`src/iprhc_pkg.sv`:
```
// Shared types and constants for the IPv4 receive header check.
// Used by iprhc_hdr_capture, iprhc_verdict and ipv4_receive_header_check_core.
`default_nettype none

package iprhc_pkg;

    localparam int unsigned HDR_BYTES = 20;
    localparam int unsigned IDX_W = 5;

    localparam logic [IDX_W-1:0] OFS_VER_IHL  = 5'd0;
    localparam logic [IDX_W-1:0] OFS_TLEN_HI  = 5'd2;
    localparam logic [IDX_W-1:0] OFS_TLEN_LO  = 5'd3;
    localparam logic [IDX_W-1:0] OFS_PROTO    = 5'd9;
    localparam logic [IDX_W-1:0] OFS_SRC_FIRST = 5'd12;
    localparam logic [IDX_W-1:0] OFS_SRC_LAST  = 5'd15;
    localparam logic [IDX_W-1:0] OFS_DST_FIRST = 5'd16;
    localparam logic [IDX_W-1:0] OFS_DST_LAST  = 5'd19;

    localparam logic [15:0] HDR_LEN16     = 16'd20;
    localparam logic [15:0] COUNT_MAX     = 16'hFFFF;
    localparam logic [15:0] CSUM_GOOD     = 16'hFFFF;
    localparam logic [7:0]  VER_IHL_IPV4  = 8'h45;
    localparam logic [7:0]  PROTO_ICMP    = 8'd1;
    localparam logic [7:0]  PROTO_UDP     = 8'd17;
    localparam logic [31:0] ADDR_UNSET    = 32'h0000_0000;
    localparam logic [31:0] ADDR_BCAST    = 32'hFFFF_FFFF;

    typedef enum logic [2:0] {
        VERDICT_ICMP      = 3'd0,
        VERDICT_UDP       = 3'd1,
        VERDICT_OTHER     = 3'd2,
        VERDICT_SHORT     = 3'd3,
        VERDICT_BAD_VER   = 3'd4,
        VERDICT_BAD_LEN   = 3'd5,
        VERDICT_NOT_OURS  = 3'd6,
        VERDICT_BAD_CSUM  = 3'd7
    } t_verdict;

    typedef struct packed {
        logic [15:0] byte_count;
        logic [15:0] checksum;
        logic [7:0]  ver_ihl;
        logic [15:0] total_length;
        logic [7:0]  protocol;
        logic [31:0] source;
        logic [31:0] destination;
    } t_hdr;

    typedef struct packed {
        logic [7:0]  protocol;
        logic [15:0] payload_length;
        logic [31:0] source;
        t_verdict    verdict;
    } t_result;

endpackage

`default_nettype wire

```
`src/iprhc_hdr_capture.sv`:
```
// Per-byte header capture: byte counter, field captures and running checksum.
// Depends on iprhc_pkg; presents the packet state as it stands after the current byte.
`default_nettype none

module iprhc_hdr_capture (
    input  wire logic           i_clk,
    input  wire logic           i_rst_n,
    input  wire logic           i_accept,
    input  wire logic [7:0]     i_data,
    input  wire logic           i_last,
    output iprhc_pkg::t_hdr     o_hdr
);

    iprhc_pkg::t_hdr r_hdr;
    iprhc_pkg::t_hdr n_hdr;
    logic [7:0] r_pending;
    logic [7:0] n_pending;

    logic                            in_hdr;
    logic [iprhc_pkg::IDX_W-1:0]     idx;
    logic [16:0]                     sum_raw;
    logic [15:0]                     sum_fold;

    always_comb begin
        in_hdr   = (r_hdr.byte_count < iprhc_pkg::HDR_LEN16);
        idx      = r_hdr.byte_count[iprhc_pkg::IDX_W-1:0];
        sum_raw  = {1'b0, r_hdr.checksum} + {1'b0, r_pending, i_data};
        sum_fold = sum_raw[15:0] + {15'd0, sum_raw[16]};

        n_hdr     = r_hdr;
        n_pending = r_pending;

        if (in_hdr) begin
            if (idx == iprhc_pkg::OFS_VER_IHL) begin
                n_hdr.ver_ihl = i_data;
            end else if (idx == iprhc_pkg::OFS_TLEN_HI) begin
                n_hdr.total_length[15:8] = i_data;
            end else if (idx == iprhc_pkg::OFS_TLEN_LO) begin
                n_hdr.total_length[7:0] = i_data;
            end else if (idx == iprhc_pkg::OFS_PROTO) begin
                n_hdr.protocol = i_data;
            end else if (idx >= iprhc_pkg::OFS_SRC_FIRST && idx <= iprhc_pkg::OFS_SRC_LAST) begin
                n_hdr.source = {r_hdr.source[23:0], i_data};
            end else if (idx >= iprhc_pkg::OFS_DST_FIRST && idx <= iprhc_pkg::OFS_DST_LAST) begin
                n_hdr.destination = {r_hdr.destination[23:0], i_data};
            end

            if (idx[0] == 1'b0) begin
                n_pending = i_data;
            end else begin
                n_hdr.checksum = sum_fold;
            end
        end

        if (r_hdr.byte_count != iprhc_pkg::COUNT_MAX) begin
            n_hdr.byte_count = r_hdr.byte_count + 16'd1;
        end
    end

    always_ff @(posedge i_clk) begin
        if (!i_rst_n) begin
            r_hdr     <= '0;
            r_pending <= '0;
        end else if (i_accept) begin
            if (i_last) begin
                r_hdr     <= '0;
                r_pending <= '0;
            end else begin
                r_hdr     <= n_hdr;
                r_pending <= n_pending;
            end
        end
    end

    assign o_hdr = n_hdr;

endmodule

`default_nettype wire

```
`src/iprhc_verdict.sv`:
```
// Verdict logic: ordered header checks and protocol dispatch for one packet.
// Depends on iprhc_pkg; purely combinational, registered by the top level.
`default_nettype none

module iprhc_verdict (
    input  wire iprhc_pkg::t_hdr    i_hdr,
    input  wire logic [31:0]        i_local_address,
    output iprhc_pkg::t_result      o_result
);

    logic addr_ok;

    always_comb begin
        addr_ok = (i_hdr.destination == i_local_address) ||
                  (i_local_address == iprhc_pkg::ADDR_UNSET &&
                   i_hdr.destination == iprhc_pkg::ADDR_BCAST);

        o_result.source         = i_hdr.source;
        o_result.protocol       = i_hdr.protocol;
        o_result.payload_length = '0;

        if (i_hdr.byte_count < iprhc_pkg::HDR_LEN16) begin
            o_result.verdict = iprhc_pkg::VERDICT_SHORT;
        end else if (i_hdr.ver_ihl != iprhc_pkg::VER_IHL_IPV4) begin
            o_result.verdict = iprhc_pkg::VERDICT_BAD_VER;
        end else if (i_hdr.total_length < iprhc_pkg::HDR_LEN16 ||
                     i_hdr.total_length > i_hdr.byte_count) begin
            o_result.verdict = iprhc_pkg::VERDICT_BAD_LEN;
        end else if (!addr_ok) begin
            o_result.verdict = iprhc_pkg::VERDICT_NOT_OURS;
        end else if (i_hdr.checksum != iprhc_pkg::CSUM_GOOD) begin
            o_result.verdict = iprhc_pkg::VERDICT_BAD_CSUM;
        end else begin
            o_result.payload_length = i_hdr.total_length - iprhc_pkg::HDR_LEN16;
            if (i_hdr.protocol == iprhc_pkg::PROTO_ICMP) begin
                o_result.verdict = iprhc_pkg::VERDICT_ICMP;
            end else if (i_hdr.protocol == iprhc_pkg::PROTO_UDP) begin
                o_result.verdict = iprhc_pkg::VERDICT_UDP;
            end else begin
                o_result.verdict = iprhc_pkg::VERDICT_OTHER;
            end
        end
    end

endmodule

`default_nettype wire

```
`src/ipv4_receive_header_check_core.sv`:
```
// Top level of the IPv4 receive header check: local address register and result register.
// Depends on iprhc_pkg, iprhc_hdr_capture and iprhc_verdict.
//
//  Channel   Direction  Payload                                   Transfer
//  s (bytes) in         tdata: data_byte, tlast: last_byte        tvalid & tready
//  m (result) out       tdata: source, payload length, protocol   tvalid & tready
//                       tuser: verdict
//  cfg       in         local address                             write enable
//
// A byte is taken each cycle ready is high; a packet's result shows the cycle after its last byte.
// The result is held in the single result register after the verdict logic.
// Input ready drops only while a result is held and the downstream side is not ready.
// Synchronous active-low reset clears the packet state, the result valid and the local address.
`default_nettype none

module ipv4_receive_header_check_core (
    input  wire logic        i_clk,
    input  wire logic        i_rst_n,
    input  wire logic        i_s_tvalid,
    output logic             o_s_tready,
    input  wire logic [7:0]  i_s_tdata,    // [7:0] data_byte
    input  wire logic        i_s_tlast,
    output logic             o_m_tvalid,
    input  wire logic        i_m_tready,
    output logic [55:0]      o_m_tdata,    // [31:0] source, [47:32] payload length, [55:48] protocol
    output logic [2:0]       o_m_tuser,    // [2:0] verdict
    input  wire logic        i_cfg_wr_en,
    input  wire logic [31:0] i_cfg_wr_data
);

    logic [31:0]          r_local_address;
    logic                 r_out_valid;
    iprhc_pkg::t_result   r_out;
    iprhc_pkg::t_hdr      hdr_now;
    iprhc_pkg::t_result   n_out;
    logic                 s_accept;

    assign o_s_tready = !r_out_valid || i_m_tready;
    assign s_accept   = i_s_tvalid && o_s_tready;

    iprhc_hdr_capture u_capture (
        .i_clk    (i_clk),
        .i_rst_n  (i_rst_n),
        .i_accept (s_accept),
        .i_data   (i_s_tdata),
        .i_last   (i_s_tlast),
        .o_hdr    (hdr_now)
    );

    iprhc_verdict u_verdict (
        .i_hdr           (hdr_now),
        .i_local_address (r_local_address),
        .o_result        (n_out)
    );

    always_ff @(posedge i_clk) begin
        if (!i_rst_n) begin
            r_local_address <= '0;
        end else if (i_cfg_wr_en) begin
            r_local_address <= i_cfg_wr_data;
        end
    end

    always_ff @(posedge i_clk) begin
        if (!i_rst_n) begin
            r_out_valid <= 1'b0;
        end else if (s_accept && i_s_tlast) begin
            r_out_valid <= 1'b1;
        end else if (i_m_tready) begin
            r_out_valid <= 1'b0;
        end
    end

    always_ff @(posedge i_clk) begin
        if (s_accept && i_s_tlast) begin
            r_out <= n_out;
        end
    end

    assign o_m_tvalid = r_out_valid;
    assign o_m_tdata  = {r_out.protocol, r_out.payload_length, r_out.source};
    assign o_m_tuser  = r_out.verdict;

    a_last_gives_result: assert property (@(posedge i_clk) disable iff (!i_rst_n)
        (i_s_tvalid && o_s_tready && i_s_tlast) |=> o_m_tvalid)
        else $error("last byte accepted without a result");

    a_reject_no_payload: assert property (@(posedge i_clk) disable iff (!i_rst_n)
        (o_m_tvalid && o_m_tuser[2] == 1'b1) |-> (o_m_tdata[47:32] == 16'd0))
        else $error("rejected packet carries a payload length");

    a_short_reject: assert property (@(posedge i_clk) disable iff (!i_rst_n)
        (o_m_tvalid && o_m_tuser == iprhc_pkg::VERDICT_SHORT) |-> (o_m_tdata[47:32] == 16'd0))
        else $error("short packet carries a payload length");

    a_dispatch: assert property (@(posedge i_clk) disable iff (!i_rst_n)
        (o_m_tvalid && o_m_tuser == iprhc_pkg::VERDICT_ICMP) |->
        (o_m_tdata[55:48] == iprhc_pkg::PROTO_ICMP))
        else $error("icmp verdict with another protocol");

endmodule

`default_nettype wire
```
`config.mk`:
```
export PLATFORM = sky130hd
export DESIGN_NAME = ipv4_receive_header_check_core
export DESIGN_NICKNAME = d
export VERILOG_FILES = /design/src/iprhc_pkg.sv /design/src/iprhc_hdr_capture.sv /design/src/iprhc_verdict.sv /design/src/ipv4_receive_header_check_core.sv
export SDC_FILE = /design/constraint.sdc
export NUM_CORES = 1
export LEC_CHECK = 0
export BUFFER_PORTS_ARGS = -buffer_cell sky130_fd_sc_hd__buf_2
export CORE_ASPECT_RATIO = 0.6
export CORE_MARGIN = 1
export CORE_UTILIZATION = 51
export DETAILED_ROUTE_END_ITERATION = 8
export GPL_TIMING_DRIVEN = 0
export PLACE_DENSITY = 0.7
export SYNTH_ARGS = -nofsm -noshare
export SYNTH_HDL_FRONTEND = slang
export SYNTH_HIERARCHICAL = 1
export SYNTH_SLANG_ARGS = --single-unit
```
`constraint.sdc`:
```
create_clock -name i_clk -period 15.7 [get_ports i_clk]
set_input_delay 4.71 -clock i_clk [delete_from_list [all_inputs] [get_ports i_clk]]
set_output_delay 4.71 -clock i_clk [all_outputs]
set_load 0.02 [all_outputs]
```
Word level (Yosys, flattened, before mapping) --
Cells that the tools add are included.
Word-level totals: output and inout bits 61, ROM bits 0, memories 0, flip-flop bits (word level) 228, RAM bits 0, bits in latches 0
Cells by class: shift operators 0, $mul 0, divide/modulo/power cells 0, reductions and logical operators 15, muxes and demuxes 26, magnitude comparators 8, bitwise gates (word level) 1, equal/unequal tests 11, add/subtract/negate cells 4
Operators by type and width (number):
- 2-to-1 mux 128 bit | 1
- 2-to-1 mux 112 bit | 1
- 2-to-1 mux 32 bit | 3
- 2-to-1 mux 88 bit | 1
- 2-to-1 mux 80 bit | 1
- 2-to-1 mux 72 bit | 1
- 2-to-1 mux 64 bit | 1
- 2-to-1 mux 8 bit | 7
- < comparator 16 x 5 -> 1 bit (second input constant) | 3
- == test 32 bit | 1
- == test 32 bit (second input constant) | 1
- logical NOT 32 bit | 1
- 2-to-1 mux 16 bit | 2
- != test 16 bit (second input constant) | 2
- adder 16 x 16 -> 17 bit | 1
- adder 16 x 1 -> 16 bit | 1
- adder 16 x 1 -> 16 bit (second input constant) | 1
- > comparator 16 bit | 1
- subtractor 16 x 5 -> 16 bit (second input constant) | 1
- 2-to-1 mux 3 bit | 5
- == test 5 x 2 -> 1 bit (second input constant) | 2
- == test 8 x 1 -> 1 bit (second input constant) | 1
- == test 8 x 5 -> 1 bit (second input constant) | 1
- != test 8 x 7 -> 1 bit (second input constant) | 1
- other kinds (16) | 24

Logic depth before layout (Yosys ltp) --
word-level depth 16, gate-level depth with buffers 24

By module --
The synthesis kept the hierarchy.
Modules (own cells, without submodules):
- iprhc_hdr_capture | area each 7836.3 sq um, cells an instance 850, instances 1
- ipv4_receive_header_check_core | area each 3065.4 sq um, cells an instance 168, instances 1
- iprhc_verdict | area each 1931.9 sq um, cells an instance 270, instances 1

Worst setup path after synthesis --
No wires, ideal clock.
path type input port to output port, start point input i_m_tready, end point output o_s_tready, stages on the path 1, arrival time 4.946 ns, path slack 6.044 ns, data required time 10.990 ns, cells stage by stage nand2b_1
On the way: word-level cells in the longest chain between the ends 1
Ends and longest elaborated chain:
- start, declared | line ipv4_receive_header_check_core.sv:24 | input wire logic i_m_tready,
- logical OR 1 bit | line ipv4_receive_header_check_core.sv:38 | assign o_s_tready = !r_out_valid || i_m_tready;
- end, declared | line ipv4_receive_header_check_core.sv:20 | output logic o_s_tready,
No other way between the ends.

==> results.md <==
- Relative slew margins: 32.7%
- Initial antenna violation count: 0
- Maximum level of the CTS H-tree: 1
- I/O Pins: 107
- Buffer count from post-CTS setup fixing: 0
- Syn_nets: 1,375
- Max-slew violation count: 0
- Hold Slack: 0.486 ns
- Share of the yosys chip area belonging to registers: 40.2%
- Post-Route WL: 33.5 mm
- Power Density: 86.9 nW/µm²
- Post-synthesis register bit count: 228
- Outcome: complete, but fails checks
- Worst Path Max Fanout: 7
- Failing checks: design-rule violations
- Startpoint-to-endpoint class of the critical path: input port to register
- Max Freq: 0.0993 GHz
- Clock transition at the registers of the reported paths: 0.07 ns
- Least-Margin Pin Slew: 1.00 ns
- Instance area at placement: 13,800 µm²
- Vertical extent of the die: 125 µm
- FF-to-FF Start: u_capture/r_hdr[96]$_SDFFE_PN0P_
- Iteration-0 DRC Markers: 712
- Number of buffers on the longest clock path: 3
- Worst path buffer plus inverter count: 1
- Count of distinct cell types in the synthesized netlist: 82
- Layout Skew: 0.00866 ns
- Reported leakage power: 5.74 nW
- Iteration count of the initial detailed-routing pass: 9
- Ratio of cells with drive above 1 in the final layout: 23.7%
- Slowest cell on the critical path: sky130_fd_sc_hd__nor4_2
- Relative area change from synthesis to final layout: 13.0%
- Cells along the critical path: buf_2 -> ha_1 -> fa_1 -> a211o_4 -> a211o_1 -> a221oi_2 -> o21bai_1 -> a21oi_1 -> nor2b_1 -> o21ai_0 -> nand2b_1 -> ha_1 -> ha_1 -> and2_1 -> nand2_1 -> nor3_4 -> nand3b_2 -> nor3_1 -> xor2_1 -> o21ai_1 -> nand4_1 -> nor4_2 -> o211ai_2 -> nor4_1
- Critical Path Source Type: input port
- Class of the worst hold path: register to register
- Final Cell Area: 14,500 µm²
- Total via count in the routed design: 10,172
- Wire length of the first global-routing pass: 52.5 mm
- Setup repair after global routing missed its margin: no
- Maximum cell stage delay along the critical path: 0.84 ns
- Clk Latency, worst-skew pair: 0.52 ns
- Hold Startpoint: u_capture/r_hdr[111]$_SDFFE_PN0P_
- Crit end category: register
- Final GP Congestion: 0.965
- Required time of the critical path: 16.01 ns
- Total number of yosys warnings: 6
- CTS tree: yes
- Overflow left after global routing: 0
- Number of buffers inserted during clock tree synthesis: 22
- Synthesized instance count: 1,288
- Crit path arrival time: 10.39 ns
- Post-cts hold buffer count: 0
- Detailed placement HPWL: 25.1 mm
- Most frequent cell on the critical path: sky130_fd_sc_hd__ha_1
- Ratio of final minimum period to clock period: 64.2%
- Nets@finish: 1,505
- Post-synth top flop: sky130_fd_sc_hd__dfxtp_1
- Per-cell via count in the routed design: 5.79
- Chip Width: 207 µm
- Reg2Reg Setup Slack: 9.61 ns
- Remaining antenna violation count after routing: 0
- Synthesized area per cell: 9.96 µm²
- Total Neg Setup Slack: 0 ns
- Core footprint: 24,400 µm²
- Number of cell rows: 44
- Clock tree root buffer cell: sky130_fd_sc_hd__clkbuf_16
- Cell type group with the largest total delay on the critical path: compound AO/OA/AOI/OAI gates
- Clock period minus worst slack: 10.07 ns
- Worst-case vdd ir drop: 0.0776 mV
- Post-synthesis cell area: 12,800 µm²
- Proportion of register bits with asynchronous set or reset after synthesis: 0%
- CP startpoint: i_s_tdata[0]
- Maximum number of pins on one net before global-route repair: 32
- Total GRT Usage: 26.1%
- Final number of setup-violating endpoints: 0
- Vias in the first global route: 9,565
- Final hold viol count: 0
- Number of max-cap violations: 0
- Total of buffers placed on input and output ports: 105
- Final routed wire length divided by cell count: 19.0 µm
- Filler Cell Count: 2,111
- Initial core utilization: 52.5%
- Total clock sinks: 228
- Post-CTS Resized: 0
- Number of DRC violations after detailed routing: 20
- Die area: 25,800 µm²
- Count of flip-flops with a built-in enable after synthesis: 59
==> worst min-delay path, cell delays in order, from the launching register on <==
cell and delay [ns]:
sky130_fd_sc_hd__dfxtp_1 0.33, sky130_fd_sc_hd__nand3_1 0.06, sky130_fd_sc_hd__o21ai_1 0.05
==> path summary, 6_finish.rpt <==
path                                       endpoint  cells after the start
setup / recovery            o_m_tdata[36]$_DFFE_PP_                     24
hold / removal    u_capture/r_hdr[111]$_SDFFE_PN0P_                      2
setup reg to reg            o_m_tdata[36]$_DFFE_PP_                     23
hold reg to reg   u_capture/r_hdr[111]$_SDFFE_PN0P_                      2
==> synthesized netlist by cell type, types with 5 or more instances <==
| master | n | share of area, % |
|---|---|---|
| sky130_fd_sc_hd__dfxtp_1 | 169 | 26 |
| sky130_fd_sc_hd__nor3_2 | 10 | 0.78 |
| sky130_fd_sc_hd__nand2b_1 | 23 | 1.1 |
| sky130_fd_sc_hd__edfxtp_1 | 59 | 14 |
| sky130_fd_sc_hd__xnor2_1 | 27 | 1.8 |
| sky130_fd_sc_hd__a21o_1 | 10 | 0.58 |
| sky130_fd_sc_hd__inv_1 | 38 | 1.1 |
| sky130_fd_sc_hd__nand4_1 | 20 | 0.97 |
| sky130_fd_sc_hd__o21ai_0 | 29 | 1.1 |
| sky130_fd_sc_hd__nor3_1 | 16 | 0.62 |
| sky130_fd_sc_hd__and2b_2 | 9 | 0.61 |
| sky130_fd_sc_hd__nor2_1 | 37 | 1.1 |
| sky130_fd_sc_hd__o2111ai_1 | 7 | 0.48 |
| sky130_fd_sc_hd__nor4_1 | 19 | 0.93 |
| sky130_fd_sc_hd__ha_1 | 40 | 3.9 |
| sky130_fd_sc_hd__clkbuf_1 | 61 | 1.8 |
| sky130_fd_sc_hd__nor2b_1 | 172 | 8.4 |
| sky130_fd_sc_hd__buf_2 | 10 | 0.39 |
| sky130_fd_sc_hd__o21ai_1 | 8 | 0.31 |
| sky130_fd_sc_hd__xor2_1 | 25 | 1.7 |
| sky130_fd_sc_hd__mux2_2 | 98 | 8.6 |
| sky130_fd_sc_hd__buf_4 | 41 | 2.4 |
| sky130_fd_sc_hd__mux2i_1 | 33 | 2.6 |
| sky130_fd_sc_hd__a21oi_1 | 17 | 0.66 |
| sky130_fd_sc_hd__a22oi_1 | 118 | 6.9 |
| sky130_fd_sc_hd__o21a_1 | 7 | 0.41 |
| sky130_fd_sc_hd__a31oi_1 | 5 | 0.24 |
| sky130_fd_sc_hd__and2_1 | 11 | 0.54 |
| sky130_fd_sc_hd__and3_1 | 15 | 0.73 |
| sky130_fd_sc_hd__nand3_1 | 20 | 0.78 |
| sky130_fd_sc_hd__nand2_1 | 50 | 1.5 |
==> layout make-up <==
type,instances,area (µm²),share of cell area (%)
Tap cell,322,403,2.78
Sequential cell,228,5150,35.5
Multi-Input combinational cell,902,6850,47.3
Clock inverter,13,106,0.733
Inverter,38,143,0.983
Clock buffer,27,599,4.13
Buffer,120,696,4.80
Timing Repair Buffer,106,546,3.76
Antenna cell,1,2.50,0.0173
==> cells in the final DEF (no fill, tap or decap), types with 18 or more instances in the layout <==
cell	synthesis	final
sky130_fd_sc_hd__nor2b_1	172	171
sky130_fd_sc_hd__dfxtp_1	169	169
sky130_fd_sc_hd__a22oi_1	118	118
sky130_fd_sc_hd__buf_2	10	115
sky130_fd_sc_hd__mux2_2	98	98
sky130_fd_sc_hd__clkbuf_1	61	63
sky130_fd_sc_hd__edfxtp_1	59	59
sky130_fd_sc_hd__nand2_1	50	50
sky130_fd_sc_hd__buf_4	41	41
sky130_fd_sc_hd__ha_1	40	40
sky130_fd_sc_hd__inv_1	38	38
sky130_fd_sc_hd__nor2_1	37	37
sky130_fd_sc_hd__mux2i_1	33	33
sky130_fd_sc_hd__o21ai_0	29	29
sky130_fd_sc_hd__xnor2_1	27	27
sky130_fd_sc_hd__xor2_1	25	25
sky130_fd_sc_hd__nand2b_1	23	23
sky130_fd_sc_hd__clkbuf_16	0	22
sky130_fd_sc_hd__nand4_1	20	20
sky130_fd_sc_hd__nand3_1	20	20
sky130_fd_sc_hd__nor4_1	19	18
==> through the flow <==
stage	utilization, %	cells	setup slack, ns	power (mW)
detailed placement	56.4	1716	4.78	0.747
floorplan	-	1288	6.04	0.709
global route	59.3	1756	5.26	1.31
CTS	59.3	1756	5.30	1.27
finish	59.3	1757	5.63	1.26
global placement	56.3	1715	4.85	0.744
==> routing by layer <==
metal	track usage (%)	up-vias	routed length, µm
met5	0	-	0
met4	5.20	0	569
met3	5.68	47	2670
met2	35.4	345	13200
met1	41.4	4884	17100
li1	-	4896	-
==> state kept, by name (all words and copies together), names as in the netlist <==
signal	count
o_m_tdata	56
o_m_tuser	3
o_m_tvalid	1
r_local_address	32
u_capture/idx	5
u_capture/r_hdr	123
u_capture/r_pending	8
==> power breakdown <==
part	internal (mW)	leakage (nW)	switching, mW
Sequential	0.614	1.92	0.00805
Combinational	0.0427	3.47	0.0707
Clock	0.290	0.353	0.235
Total	0.947	5.74	0.314
==> cells by family after synthesis <==
logic type	share of synthesized area, %
DFF	40.2
muxes	11.2
buffers and inverters	6.53
xor gates and xnor gates	3.55
and+or+nand+nor	20.3
AOI/OAI and AO/OA	14.2
adders and majority gates	4.06
Power figures use the tool's default switching activity.
